**src/rtl/core/amsc_pkg.sv**
```systemverilog
// Shared types, constants and codes of the accelerometer step counter.
package amsc_pkg;

   localparam int WINDOW      = 5;
   localparam int SLOT_W      = (WINDOW > 1) ? $clog2(WINDOW) : 1;
   localparam int ACCEL_W     = 16;
   localparam int NUM_AXES    = 3;
   localparam int SUM_W       = ACCEL_W + 1 + $clog2(WINDOW);
   localparam int RECIP_SHIFT = SUM_W + 1;
   localparam int RECIP_W     = RECIP_SHIFT + 1;
   localparam logic [RECIP_W-1:0] RECIP = RECIP_W'((2 ** RECIP_SHIFT) / WINDOW);
   localparam int MEAN_W      = ACCEL_W + 1;
   localparam int SQ_W        = 2 * MEAN_W;
   localparam int RAD_W       = SQ_W + 2;
   localparam int ROOT_W      = RAD_W / 2;
   localparam int ITER_W      = $clog2(ROOT_W + 1);

   localparam int QUEUE_DEPTH = 2;
   localparam int QPTR_W      = 1;
   localparam int QCNT_W      = $clog2(QUEUE_DEPTH + 1);

   localparam int COUNT_W     = 20;
   localparam logic [COUNT_W-1:0] COUNT_MAX  = '1;
   localparam logic [COUNT_W-1:0] SUB_AMOUNT = COUNT_W'(500);
   localparam logic [COUNT_W-1:0] ADD_AMOUNT = COUNT_W'(100);

   localparam int THRESH_W    = 16;
   localparam int STRIDE_W    = 4;
   localparam logic [THRESH_W-1:0] THRESH_RESET = THRESH_W'(300);
   localparam logic [STRIDE_W-1:0] STRIDE_RESET = STRIDE_W'(9);

   localparam int MAG_W       = 16;
   localparam int DIST_W      = 24;
   localparam int KIND_W      = 2;
   localparam int REQ_DATA_W  = NUM_AXES * ACCEL_W;
   localparam int RSP_DATA_W  = 64;
   localparam int RSP_PAD_W   = RSP_DATA_W - (MAG_W + 1 + COUNT_W + DIST_W);
   localparam int CSR_ADDR_W  = 3;
   localparam int CSR_DATA_W  = 32;

   typedef enum logic [KIND_W-1:0] {
      KIND_SAMPLE,
      KIND_CLEAR,
      KIND_SUB,
      KIND_ADD
   } kind_type;

   typedef enum logic {
      REG_STEP_THRESHOLD,
      REG_STRIDE_LENGTH
   } reg_index_type;

   typedef struct packed {
      logic                              is_sample;
      kind_type                          kind;
      logic [NUM_AXES-1:0][ACCEL_W-1:0]  accel;
   } item_type;

   typedef struct packed {
      logic [DIST_W-1:0]  distance;
      logic [COUNT_W-1:0] step_total;
      logic               step_detected;
      logic [MAG_W-1:0]   magnitude;
   } result_type;

   typedef struct packed {
      logic [THRESH_W-1:0] step_threshold;
      logic [STRIDE_W-1:0] stride_length;
   } cfg_type;

   typedef struct packed {
      logic             start;
      logic [RAD_W-1:0] radicand;
   } sqrt_req_type;

   typedef struct packed {
      logic              done;
      logic [ROOT_W-1:0] root;
   } sqrt_rsp_type;

endpackage

```
**src/rtl/core/amsc_csr.sv**
```systemverilog
// Configuration registers behind the APB-style port.
module amsc_csr (
   input  logic                              clock,
   input  logic                              reset,
   input  logic                              csr_psel,
   input  logic                              csr_penable,
   input  logic                              csr_pwrite,
   input  logic [amsc_pkg::CSR_ADDR_W-1:0]   csr_paddr,
   input  logic [amsc_pkg::CSR_DATA_W-1:0]   csr_pwdata,
   output logic [amsc_pkg::CSR_DATA_W-1:0]   csr_prdata,
   output logic                              csr_pready,
   output amsc_pkg::cfg_type                 cfg
);

   logic [amsc_pkg::THRESH_W-1:0] thr_ff;
   logic [amsc_pkg::STRIDE_W-1:0] stride_ff;
   amsc_pkg::reg_index_type       reg_idx;
   logic                          wr_en;

   assign reg_idx    = amsc_pkg::reg_index_type'(csr_paddr[2]);
   assign csr_pready = 1'b1;
   assign wr_en      = csr_psel && csr_penable && csr_pwrite && csr_pready;

   always_ff @(posedge clock) begin
      if (reset) begin
         thr_ff    <= amsc_pkg::THRESH_RESET;
         stride_ff <= amsc_pkg::STRIDE_RESET;
      end else if (wr_en) begin
         unique case (reg_idx)
            amsc_pkg::REG_STEP_THRESHOLD: thr_ff    <= csr_pwdata[amsc_pkg::THRESH_W-1:0];
            amsc_pkg::REG_STRIDE_LENGTH:  stride_ff <= csr_pwdata[amsc_pkg::STRIDE_W-1:0];
            default: ;
         endcase
      end
   end

   always_comb begin
      unique case (reg_idx)
         amsc_pkg::REG_STEP_THRESHOLD: csr_prdata = amsc_pkg::CSR_DATA_W'(thr_ff);
         amsc_pkg::REG_STRIDE_LENGTH:  csr_prdata = amsc_pkg::CSR_DATA_W'(stride_ff);
         default:                      csr_prdata = '0;
      endcase
   end

   assign cfg.step_threshold = thr_ff;
   assign cfg.stride_length  = stride_ff;

endmodule

```
**src/rtl/core/amsc_front.sv**
```systemverilog
// Input side: accept transfers, classify the kind and queue items for the back end.
module amsc_front (
   input  logic                              clock,
   input  logic                              reset,
   input  logic                              req_tvalid,
   output logic                              req_tready,
   input  logic [amsc_pkg::KIND_W-1:0]       req_tuser,
   input  logic [amsc_pkg::REQ_DATA_W-1:0]   req_tdata,
   input  logic                              pop,
   output logic                              item_valid,
   output amsc_pkg::item_type                item
);

   amsc_pkg::item_type            queue_ff [amsc_pkg::QUEUE_DEPTH];
   logic [amsc_pkg::QPTR_W-1:0]   wr_ptr_ff;
   logic [amsc_pkg::QPTR_W-1:0]   rd_ptr_ff;
   logic [amsc_pkg::QCNT_W-1:0]   count_ff;
   amsc_pkg::item_type            entry_in;
   logic                          push;
   logic                          take;

   assign req_tready = (count_ff != amsc_pkg::QCNT_W'(amsc_pkg::QUEUE_DEPTH));
   assign item_valid = (count_ff != '0);
   assign item       = queue_ff[rd_ptr_ff];
   assign push       = req_tvalid && req_tready;
   assign take       = pop && item_valid;

   always_comb begin
      entry_in.kind      = amsc_pkg::kind_type'(req_tuser);
      entry_in.is_sample = (entry_in.kind == amsc_pkg::KIND_SAMPLE);
      entry_in.accel     = req_tdata;
   end

   always_ff @(posedge clock) begin
      if (push) begin
         queue_ff[wr_ptr_ff] <= entry_in;
      end
   end

   always_ff @(posedge clock) begin
      if (reset) begin
         wr_ptr_ff <= '0;
         rd_ptr_ff <= '0;
         count_ff  <= '0;
      end else begin
         if (push) begin
            wr_ptr_ff <= wr_ptr_ff + 1'b1;
         end
         if (take) begin
            rd_ptr_ff <= rd_ptr_ff + 1'b1;
         end
         if (push && !take) begin
            count_ff <= count_ff + 1'b1;
         end else if (take && !push) begin
            count_ff <= count_ff - 1'b1;
         end
      end
   end

endmodule

```
**src/rtl/core/amsc_sqrt.sv**
```systemverilog
// Bit-serial floor square root, one root bit per cycle.
module amsc_sqrt (
   input  logic                   clock,
   input  logic                   reset,
   input  amsc_pkg::sqrt_req_type req,
   output amsc_pkg::sqrt_rsp_type rsp
);

   logic [amsc_pkg::RAD_W-1:0]  val_ff;
   logic [amsc_pkg::ROOT_W:0]   rem_ff;
   logic [amsc_pkg::ROOT_W-1:0] root_ff;
   logic [amsc_pkg::ITER_W-1:0] iter_ff;
   logic                        busy_ff;
   logic                        done_ff;
   logic [amsc_pkg::ROOT_W+2:0] cand;
   logic [amsc_pkg::ROOT_W+2:0] trial;
   logic                        fits;

   always_comb begin
      cand  = {rem_ff, val_ff[amsc_pkg::RAD_W-1 -: 2]};
      trial = {1'b0, root_ff, 2'b01};
      fits  = (cand >= trial);
   end

   always_ff @(posedge clock) begin
      if (reset) begin
         busy_ff <= 1'b0;
         done_ff <= 1'b0;
      end else begin
         done_ff <= 1'b0;
         if (req.start) begin
            val_ff  <= req.radicand;
            rem_ff  <= '0;
            root_ff <= '0;
            iter_ff <= '0;
            busy_ff <= 1'b1;
         end else if (busy_ff) begin
            val_ff  <= {val_ff[amsc_pkg::RAD_W-3:0], 2'b00};
            if (fits) begin
               rem_ff <= (amsc_pkg::ROOT_W + 1)'(cand - trial);
            end else begin
               rem_ff <= cand[amsc_pkg::ROOT_W:0];
            end
            root_ff <= {root_ff[amsc_pkg::ROOT_W-2:0], fits};
            iter_ff <= iter_ff + 1'b1;
            if (iter_ff == amsc_pkg::ITER_W'(amsc_pkg::ROOT_W - 1)) begin
               busy_ff <= 1'b0;
               done_ff <= 1'b1;
            end
         end
      end
   end

   assign rsp.done = done_ff;
   assign rsp.root = root_ff;

endmodule

```
**src/rtl/core/amsc_back.sv**
```systemverilog
// Back end: window rings, rounded means, squared magnitude, step detection and count.
module amsc_back (
   input  logic                   clock,
   input  logic                   reset,
   input  logic                   item_valid,
   input  amsc_pkg::item_type     item,
   output logic                   pop,
   input  amsc_pkg::cfg_type      cfg,
   output amsc_pkg::sqrt_req_type sqrt_req,
   input  amsc_pkg::sqrt_rsp_type sqrt_rsp,
   output logic                   rsp_valid,
   input  logic                   rsp_ready,
   output amsc_pkg::result_type   rsp_data
);

   typedef enum logic [3:0] {
      ST_IDLE,
      ST_SUM,
      ST_MEAN,
      ST_DIV,
      ST_FIX,
      ST_SQ,
      ST_ADD,
      ST_ROOT,
      ST_DONE
   } state_type;

   localparam int A = amsc_pkg::NUM_AXES;

   state_type                       state_ff;
   logic [amsc_pkg::ACCEL_W-1:0]    ring_ff [A][amsc_pkg::WINDOW];
   logic [amsc_pkg::SLOT_W-1:0]     slot_ff;
   logic [amsc_pkg::SLOT_W-1:0]     idx_ff;
   logic [amsc_pkg::SUM_W-1:0]      acc_ff  [A];
   logic [amsc_pkg::SUM_W-1:0]      abs_ff  [A];
   logic [amsc_pkg::MEAN_W-1:0]     quot_ff [A];
   logic [amsc_pkg::MEAN_W-1:0]     mean_ff [A];
   logic [amsc_pkg::SQ_W-1:0]       sq_ff   [A];
   logic                            is_sample_ff;
   amsc_pkg::kind_type              kind_ff;
   logic                            disarmed_ff;
   logic [amsc_pkg::COUNT_W-1:0]    count_ff;
   logic [amsc_pkg::ROOT_W-1:0]     mag_ff;
   amsc_pkg::sqrt_req_type          sqrt_req_ff;
   amsc_pkg::result_type            rsp_data_ff;
   logic                            rsp_valid_ff;

   logic [amsc_pkg::SUM_W-1:0]      acc_in  [A];
   logic [amsc_pkg::SUM_W-1:0]      abs_in  [A];
   logic [amsc_pkg::MEAN_W-1:0]     quot_in [A];
   logic [amsc_pkg::MEAN_W-1:0]     mean_in [A];
   logic [amsc_pkg::RAD_W-1:0]      rad_in;
   logic [amsc_pkg::COUNT_W-1:0]    count_in;
   logic                            disarmed_in;
   logic                            hit;
   logic [amsc_pkg::DIST_W-1:0]     dist_in;
   logic                            slot_last;
   logic                            idx_last;
   logic                            out_free;

   assign pop       = (state_ff == ST_IDLE) && item_valid;
   assign slot_last = (slot_ff == amsc_pkg::SLOT_W'(amsc_pkg::WINDOW - 1));
   assign idx_last  = (idx_ff == amsc_pkg::SLOT_W'(amsc_pkg::WINDOW - 1));
   assign out_free  = !rsp_valid_ff || rsp_ready;

   always_comb begin
      logic [amsc_pkg::ACCEL_W-1:0]            elem;
      logic [amsc_pkg::SUM_W+1:0]              twice;
      logic [amsc_pkg::SUM_W+1:0]              twice_mag;
      logic [amsc_pkg::SUM_W+amsc_pkg::RECIP_W-1:0] prod;
      logic [amsc_pkg::SUM_W-1:0]              back_mul;
      logic [amsc_pkg::SUM_W-1:0]              rem;
      for (int a = 0; a < A; a++) begin
         elem       = ring_ff[a][idx_ff];
         acc_in[a]  = acc_ff[a] + {{(amsc_pkg::SUM_W - amsc_pkg::ACCEL_W){elem[amsc_pkg::ACCEL_W-1]}},
                                   elem};
         twice      = {acc_ff[a][amsc_pkg::SUM_W-1], acc_ff[a], 1'b0}
                      + (amsc_pkg::SUM_W + 2)'(amsc_pkg::WINDOW);
         twice_mag  = twice[amsc_pkg::SUM_W+1] ? (~twice + 1'b1) : twice;
         abs_in[a]  = twice_mag[amsc_pkg::SUM_W:1];
         prod       = amsc_pkg::SUM_W'(abs_ff[a]) * amsc_pkg::RECIP;
         quot_in[a] = prod[amsc_pkg::RECIP_SHIFT +: amsc_pkg::MEAN_W];
         back_mul   = amsc_pkg::SUM_W'(quot_ff[a]) * amsc_pkg::SUM_W'(amsc_pkg::WINDOW);
         rem        = abs_ff[a] - back_mul;
         mean_in[a] = (rem >= amsc_pkg::SUM_W'(amsc_pkg::WINDOW)) ? quot_ff[a] + 1'b1
                                                                   : quot_ff[a];
      end
   end

   always_comb begin
      rad_in = '0;
      for (int a = 0; a < A; a++) begin
         rad_in = rad_in + amsc_pkg::RAD_W'(sq_ff[a]);
      end
   end

   always_comb begin
      logic [amsc_pkg::COUNT_W:0] add_sum;
      add_sum     = {1'b0, count_ff} + {1'b0, amsc_pkg::ADD_AMOUNT};
      hit         = is_sample_ff && !disarmed_ff
                    && (mag_ff > amsc_pkg::ROOT_W'(cfg.step_threshold));
      disarmed_in = is_sample_ff ? hit : disarmed_ff;
      count_in    = count_ff;
      case (kind_ff)
         amsc_pkg::KIND_SAMPLE: begin
            if (hit && count_ff != amsc_pkg::COUNT_MAX) begin
               count_in = count_ff + 1'b1;
            end
         end
         amsc_pkg::KIND_CLEAR: count_in = '0;
         amsc_pkg::KIND_SUB: begin
            count_in = (count_ff > amsc_pkg::SUB_AMOUNT) ? count_ff - amsc_pkg::SUB_AMOUNT : '0;
         end
         amsc_pkg::KIND_ADD: begin
            count_in = (add_sum > {1'b0, amsc_pkg::COUNT_MAX}) ? amsc_pkg::COUNT_MAX
                                                                 : add_sum[amsc_pkg::COUNT_W-1:0];
         end
         default: count_in = count_ff;
      endcase
      dist_in = amsc_pkg::DIST_W'(count_in) * amsc_pkg::DIST_W'(cfg.stride_length);
   end

   always_ff @(posedge clock) begin
      if (reset) begin
         state_ff          <= ST_IDLE;
         slot_ff           <= '0;
         disarmed_ff       <= 1'b0;
         count_ff          <= '0;
         rsp_valid_ff      <= 1'b0;
         sqrt_req_ff.start <= 1'b0;
         for (int a = 0; a < A; a++) begin
            for (int w = 0; w < amsc_pkg::WINDOW; w++) begin
               ring_ff[a][w] <= '0;
            end
         end
      end else begin
         sqrt_req_ff.start <= (state_ff == ST_ADD);
         if ((state_ff == ST_DONE) && out_free) begin
            rsp_valid_ff <= 1'b1;
         end else if (rsp_ready) begin
            rsp_valid_ff <= 1'b0;
         end
         unique case (state_ff)
            ST_IDLE: begin
               if (item_valid) begin
                  kind_ff      <= item.kind;
                  is_sample_ff <= item.is_sample;
                  mag_ff       <= '0;
                  idx_ff       <= '0;
                  for (int a = 0; a < A; a++) begin
                     acc_ff[a] <= '0;
                  end
                  if (item.is_sample) begin
                     for (int a = 0; a < A; a++) begin
                        ring_ff[a][slot_ff] <= item.accel[a];
                     end
                     slot_ff  <= slot_last ? '0 : slot_ff + 1'b1;
                     state_ff <= ST_SUM;
                  end else begin
                     state_ff <= ST_DONE;
                  end
               end
            end
            ST_SUM: begin
               acc_ff <= acc_in;
               idx_ff <= idx_ff + 1'b1;
               if (idx_last) begin
                  state_ff <= ST_MEAN;
               end
            end
            ST_MEAN: begin
               abs_ff   <= abs_in;
               state_ff <= ST_DIV;
            end
            ST_DIV: begin
               quot_ff  <= quot_in;
               state_ff <= ST_FIX;
            end
            ST_FIX: begin
               mean_ff  <= mean_in;
               state_ff <= ST_SQ;
            end
            ST_SQ: begin
               for (int a = 0; a < A; a++) begin
                  sq_ff[a] <= mean_ff[a] * mean_ff[a];
               end
               state_ff <= ST_ADD;
            end
            ST_ADD: begin
               sqrt_req_ff.radicand <= rad_in;
               state_ff             <= ST_ROOT;
            end
            ST_ROOT: begin
               if (sqrt_rsp.done) begin
                  mag_ff   <= sqrt_rsp.root;
                  state_ff <= ST_DONE;
               end
            end
            ST_DONE: begin
               if (out_free) begin
                  rsp_data_ff.magnitude     <= mag_ff[amsc_pkg::MAG_W-1:0];
                  rsp_data_ff.step_detected <= hit;
                  rsp_data_ff.step_total    <= count_in;
                  rsp_data_ff.distance      <= dist_in;
                  count_ff                  <= count_in;
                  disarmed_ff               <= disarmed_in;
                  state_ff                  <= ST_IDLE;
               end
            end
            default: state_ff <= ST_IDLE;
         endcase
      end
   end

   assign sqrt_req  = sqrt_req_ff;
   assign rsp_valid = rsp_valid_ff;
   assign rsp_data  = rsp_data_ff;

endmodule

```
**src/rtl/core/accel_magnitude_step_counter.sv**
```systemverilog
// A sample goes through the back-end states SUM, MEAN, DIV, FIX, SQ, ADD, ROOT and DONE,
// a command through DONE only. The back end sums the rings one entry per cycle and the
// square root resolves one bit per cycle, and it works on one item at a time.
// A two-entry queue accepts transfers until it is full while the back end is busy or a result waits.
// Reset (synchronous, active high) clears rings, write slot, detector, count and queue, and
// restores the threshold to 300 and the stride to 9.
module accel_magnitude_step_counter (
   input  logic                              clock,
   input  logic                              reset,
   input  logic                              req_tvalid,
   output logic                              req_tready,
   input  logic [amsc_pkg::KIND_W-1:0]       req_tuser,  // kind
   input  logic [amsc_pkg::REQ_DATA_W-1:0]   req_tdata,  // accel_x, accel_y, accel_z
   output logic                              rsp_tvalid,
   input  logic                              rsp_tready,
   // magnitude, step_detected, step_total, distance, zero pad
   output logic [amsc_pkg::RSP_DATA_W-1:0]   rsp_tdata,
   input  logic                              csr_psel,
   input  logic                              csr_penable,
   input  logic                              csr_pwrite,
   input  logic [amsc_pkg::CSR_ADDR_W-1:0]   csr_paddr,
   input  logic [amsc_pkg::CSR_DATA_W-1:0]   csr_pwdata,
   output logic [amsc_pkg::CSR_DATA_W-1:0]   csr_prdata,
   output logic                              csr_pready
);

   amsc_pkg::cfg_type      cfg;
   amsc_pkg::item_type     item;
   logic                   item_valid;
   logic                   pop;
   amsc_pkg::sqrt_req_type sqrt_req;
   amsc_pkg::sqrt_rsp_type sqrt_rsp;
   amsc_pkg::result_type   rsp_data;

   amsc_csr u_csr (
      .clock       (clock),
      .reset       (reset),
      .csr_psel    (csr_psel),
      .csr_penable (csr_penable),
      .csr_pwrite  (csr_pwrite),
      .csr_paddr   (csr_paddr),
      .csr_pwdata  (csr_pwdata),
      .csr_prdata  (csr_prdata),
      .csr_pready  (csr_pready),
      .cfg         (cfg)
   );

   amsc_front u_front (
      .clock      (clock),
      .reset      (reset),
      .req_tvalid (req_tvalid),
      .req_tready (req_tready),
      .req_tuser  (req_tuser),
      .req_tdata  (req_tdata),
      .pop        (pop),
      .item_valid (item_valid),
      .item       (item)
   );

   amsc_sqrt u_sqrt (
      .clock (clock),
      .reset (reset),
      .req   (sqrt_req),
      .rsp   (sqrt_rsp)
   );

   amsc_back u_back (
      .clock      (clock),
      .reset      (reset),
      .item_valid (item_valid),
      .item       (item),
      .pop        (pop),
      .cfg        (cfg),
      .sqrt_req   (sqrt_req),
      .sqrt_rsp   (sqrt_rsp),
      .rsp_valid  (rsp_tvalid),
      .rsp_ready  (rsp_tready),
      .rsp_data   (rsp_data)
   );

   assign rsp_tdata = {{amsc_pkg::RSP_PAD_W{1'b0}}, rsp_data};

endmodule

```
**config.mk**
```make
export PLATFORM = sky130hd
export DESIGN_NAME = accel_magnitude_step_counter
export DESIGN_NICKNAME = d
export VERILOG_FILES = /design/src/rtl/core/amsc_pkg.sv /design/src/rtl/core/amsc_csr.sv /design/src/rtl/core/amsc_front.sv /design/src/rtl/core/amsc_sqrt.sv /design/src/rtl/core/amsc_back.sv /design/src/rtl/core/accel_magnitude_step_counter.sv
export SDC_FILE = /design/constraint.sdc
export NUM_CORES = 2
export LEC_CHECK = 0
export BUFFER_PORTS_ARGS = -buffer_cell sky130_fd_sc_hd__buf_4
export CORE_ASPECT_RATIO = 0.75
export CORE_UTILIZATION = 55
export CTS_BUF_LIST = sky130_fd_sc_hd__clkbuf_16
export CTS_CLUSTER_DIAMETER = 150
export DETAILED_ROUTE_END_ITERATION = 10
export HOLD_SLACK_MARGIN = 0.15
export PLACE_DENSITY_LB_ADDON = 0.05
export SYNTH_ARGS = -nofsm -noshare
export SYNTH_HDL_FRONTEND = slang
export SYNTH_SLANG_ARGS = --single-unit
export TNS_END_PERCENT = 10
```
**constraint.sdc**
```tcl
create_clock -name clock -period 7.5 [get_ports clock]
set_input_delay 0.75 -clock clock [delete_from_list [all_inputs] [get_ports clock]]
set_output_delay 0.75 -clock clock [all_outputs]
set_load 0.02 [all_outputs]
```
==> key figures <==
Outcome
  – Status: completed

Pwr
  – Cell area power density: about 270 mW/mm2
  – Peak supply drop: roughly 0.26 mV
  – Leakage power: 47.0 nW

Setup path
  – Worst R2R End: u_back.sq_ff[0][66]$_DFFE_PP_
  – CP max FO: 12
  – Crit path cell chain: nand2_1 > fa_1 > inv_1 > fa_1 > inv_1 > fa_1 > inv_1 > fa_1 > inv_1 > fa_1 > inv_1 > fa_1 > ha_1 > a21o_1 > a21o_1 > a21oi_1 > nand2_1 > nor3_1 > o21ai_0 > o31ai_2 > o211ai_1 > a31o_2 > a21oi_1 > xnor2_1
  – Setup crit end kind: register
  – Critical path's largest stage delay: between 0.6 and 0.7 ns
  – Critical Path Source Type: register
  – CP endpoint: u_back.sq_ff[0][66]$_DFFE_PP_
  – Cell mode on critical path: fa_1
  – Crit path max-delay cell type: edfxtp_1
  – R2R depth: 24
  – Worst path arrival time: 7.63 ns
  – Launch point of the worst reg-to-reg path: u_back.mean_ff[28]$_DFFE_PP_
  – Critical Path Source: u_back.mean_ff[28]$_DFFE_PP_
  – Reg2Reg Setup Slack: 0.36 ns
  – Worst setup path class: register to register
  – WP data required: 7.98 ns

Yosys
  – Sequential fraction of the synthesis area: 0.292
  – Top FF cell, synth: edfxtp_1
  – Compound-Gate Fraction of Synth Area: 0.0746
  – Largest family of logic cells by synthesized area: adder cells
  – Mapped Cells: 8975
  – Number of synthesized flops with an enable pin: roughly 860
  – Yosys warnings: 0
  – Simple-gate portion of the synthesized area: 0.107
  – Area share of fa/ha/maj cells after synthesis: 0.371
  – Multiplexer share of the synthesized area: 0.0236
  – Ys async rst share: 0
  – Synth Area per Inst: ~10 um2
  – Netlist cell types: 101
  – XOR/XNOR Fraction of Synth Area: 0.0471
  – Syn Std Cell Area: 0.0925 mm2
  – Synthesized flop and latch total: slightly above 900

STA
  – Final Hold Fails: 0
  – Fin crit share: 0.953
  – Final setup viols: 0
  – RSZ-0062 raised after global routing: false
  – Hold_ws: around 0.21 ns
  – Skew final: 0.0901 ns
  – Slew Limit Headroom: 0.179
  – Final count of pins violating max slew: 0
  – Fmax: about 0.14 GHz
  – Setup Total Neg Slack: 0 ns
  – Slew @ Worst Pin: roughly 1.2 ns
  – Worst Setup Slack, final: 0.355 ns
  – Post-route minimum period: between 7 and 8 ns

Cells and area
  – Finished Cell Area: 0.101 mm2
  – Area of the multi-input gates: slightly below 0.06 mm2
  – Fin nets: 11400
  – Most common cell after layout, fill and taps aside: inv_1
  – Sequential cell area: 0.0270 mm2
  – Area grow syn2layout: 8.61%
  – Most frequent cells in the layout: inv_1 (1826), ha_1 (1077), fa_1 (1043)
  – Layout cell share with drive strength beyond 1: 0.0609
  – Layout Cells excl Fill: 11500
  – Filler instances: roughly 14000

Placement
  – Cell Area, Placed: between 0.09 and 0.1 mm2
  – Post-Place Cells: 11200
  – Placer congestion estimate: 0.911
  – Pre-CTS setup slack: between 0.3 and 0.4 ns
  – HPWL after DPL: 170000 um
  – Port bufs: 152

Floorplan
  – Row cnt: 129
  – I/O pins: about 190
  – Die area: between 0.15 and 0.2 mm2
  – Initial Util: 0.558
  – Core Box Area: 0.166 mm2
  – Die height: 357 um
  – Chip width: 476 um

Global route
  – Met1 Resource Use GR: 0.387
  – Gr ovfl total: 0
  – Global-route wire length before repair: 346000 um
  – Met3 usage: 0.0336
  – Largest net degree at the start of global routing: 76
  – Tot GR Track Use: 0.258
  – Initial antenna violation count: 3
  – Met2 Use GR: 0.402
  – Vias in the first global route: 63500
  – Grt peak-use layer: met2

Clock network
  – Clk buf depth: 3
  – Root buffer cell: clkbuf_16
  – Clock sink count: between 900 and 1000
  – CTS tree: yes
  – Total CTS buffers: 99
  – Clk Latency, worst-skew pair: 0.77 ns
  – CTS clk-pin slew, worst paths: ~0.060 ns
  – H-Tree Level Count: 3

Detailed routing
  – First-pass detailed-route iteration total: 5
  – Vias per inst: 5.39
  – Drt total wl: 214000 um
  – DR WL/cell: 18.6 um
  – Antenna viol nets, final: 0
  – Drt drc: 0
  – Vias: 62000
  – DR iter-0 viols: 4311

Run
  – Max Cap Viol: 0

Hold path
  – Hold Path Class: input pin to register
[state kept, by name, indices dropped and copies added (netlist names), 3 cells and up, named ones only]
| register | flops |
|---|---|
| u_back.acc_ff | 60 |
| u_back.quot_ff | 51 |
| u_back.mag_ff | 18 |
| u_back.rsp_data | 61 |
| u_sqrt.root_ff | 18 |
| u_back.abs_ff | 60 |
| u_back.ring_ff | 240 |
| u_back.count_ff | 20 |
| u_csr.thr_ff | 16 |
| u_front.queue_ff | 102 |
| u_back.idx_ff | 3 |
| u_csr.stride_ff | 4 |
| u_sqrt.val_ff | 36 |
| u_sqrt.iter_ff | 5 |
| u_back.sq_ff | 99 |
| u_back.state_ff | 4 |
| u_back.slot_ff | 3 |
| u_back.sqrt_req | 37 |
| u_back.mean_ff | 51 |
| u_sqrt.rem_ff | 19 |
[repair_timing]
item,CTS,global route
hold endpoints to repair,99,0
setup endpoints to repair,0,12
hold buffers,50,0
setup buffers,0,3
resized for setup,0,5
[metal layers]
layer / wire length, um / part of all wire
met5: 0 / 0
met4: 3900 / 0.018
met3: 11000 / 0.051
met2: 95000 / 0.44
met1: 104000 / 0.49
[synth_stat cells (11+ instances only)]
master / n / area share
or3_1: 15 / 0.0010
nor4b_1: 12 / 0.0011
a21oi_1: 347 / 0.019
mux2i_1: 166 / 0.018
a22oi_1: 12 / 0.00097
and3_1: 57 / 0.0039
o211ai_1: 22 / 0.0018
and2_1: 215 / 0.015
o21a_1: 40 / 0.0032
nand2b_1: 53 / 0.0036
fa_1: 1043 / 0.23
inv_1: 1805 / 0.073
o21bai_1: 35 / 0.0028
dfxtp_1: 57 / 0.012
nand3_1: 124 / 0.0067
nor3b_1: 23 / 0.0019
a221oi_1: 11 / 0.0010
o22ai_1: 52 / 0.0035
a211oi_1: 34 / 0.0028
buf_1: 31 / 0.0013
nor2b_1: 68 / 0.0046
buf_4: 24 / 0.0019
o31ai_1: 14 / 0.0011
nand2_1: 492 / 0.020
nor2_1: 757 / 0.031
o21ai_0: 185 / 0.010
a21o_1: 116 / 0.0094
or2_2: 26 / 0.0018
nor4_1: 17 / 0.0011
a211o_1: 14 / 0.0013
xnor2_1: 344 / 0.033
edfxtp_1: 862 / 0.28
nor3_1: 134 / 0.0072
nand4_1: 70 / 0.0047
clkbuf_1: 177 / 0.0072
xor2_1: 149 / 0.014
nand3b_1: 16 / 0.0013
ha_1: 1077 / 0.15
a31oi_1: 41 / 0.0028
a21boi_0: 21 / 0.0017
mux2_2: 43 / 0.0052
buf_2: 11 / 0.00059
[critical path: cells and delay by family (launching register included)]
| kind | cells | cell delay (ns) |
|---|---|---|
| adder cells (fa/ha/maj) | 7 | 3.33 |
| AO/OA/AOI/OAI | 8 | 1.96 |
| flip-flops | 1 | 0.67 |
| AND/OR/NAND/NOR | 3 | 0.50 |
| buffers and inverters | 5 | 0.28 |
| XOR/XNOR | 1 | 0.08 |
[power breakdown]
| group | internal, mW | leakage, nW | total, mW | switching (mW) |
|---|---|---|---|---|
| logic | 6.47 | 36.6 | 15.2 | 8.75 |
| clock network | 2.88 | 1.71 | 5.14 | 2.25 |
| registers | 6.83 | 8.64 | 7.27 | 0.439 |
| total | 16.2 | 47.0 | 27.6 | 11.4 |
[worst min-delay path by stage]
stage / startpoint / end / slack [ns] / cells past startpoint
3_5_place_dp: u_csr.thr_ff[7]$_SDFFE_PP0P_ / u_csr.thr_ff[7]$_SDFFE_PP0P_ / 0.45 / 2
5_1_grt: csr_pwdata[2] / u_csr.thr_ff[2]$_SDFFE_PP1P_ / 0.18 / 2
4_1_cts: csr_pwdata[8] / u_csr.thr_ff[8]$_SDFFE_PP1P_ / 0.15 / 2
2_1_floorplan: u_back.mean_ff[34]$_DFFE_PP_ / u_back.sq_ff[0][0]$_DFFE_PP_ / 0.42 / 0
3_3_place_gp: u_back.disarmed_ff$_SDFFE_PP0P_ / u_back.disarmed_ff$_SDFFE_PP0P_ / 0.44 / 2
6_report: csr_pwdata[8] / u_csr.thr_ff[8]$_SDFFE_PP1P_ / 0.21 / 2
[through the flow]
| step | power, mW | util |
|---|---|---|
| final | 27.6 | 0.606 |
| after global routing | 30.0 | 0.606 |
| after CTS | 27.7 | 0.606 |
| after detailed placement | 22.4 | 0.582 |
| after global placement | 22.1 | 0.582 |
| after floorplan | 18.6 | - |
[cells by family (layout without fill, tap and decap cells)]
group | after synthesis | in the layout
flip-flops | 919 | 919
adder cells (fa/ha/maj) | 2120 | 2120
multiplexers | 211 | 211
XOR/XNOR | 495 | 495
AND/OR/NAND/NOR | 2109 | 2109
AO/OA/AOI/OAI | 1070 | 1070
buffers and inverters | 2049 | 2312
other | 2 | 24
[layout make-up]
cell class	count	area share
diodes	4	0.0000996
clock buffers	99	0.0246
inverters	1805	0.0674
clock inverters	87	0.00907
multi-input cells	6025	0.577
well taps	2227	0.0277
flip-flops and latches	919	0.269
repair buffers	321	0.0255
No activity file was read; power rests on OpenSTA's default activity.
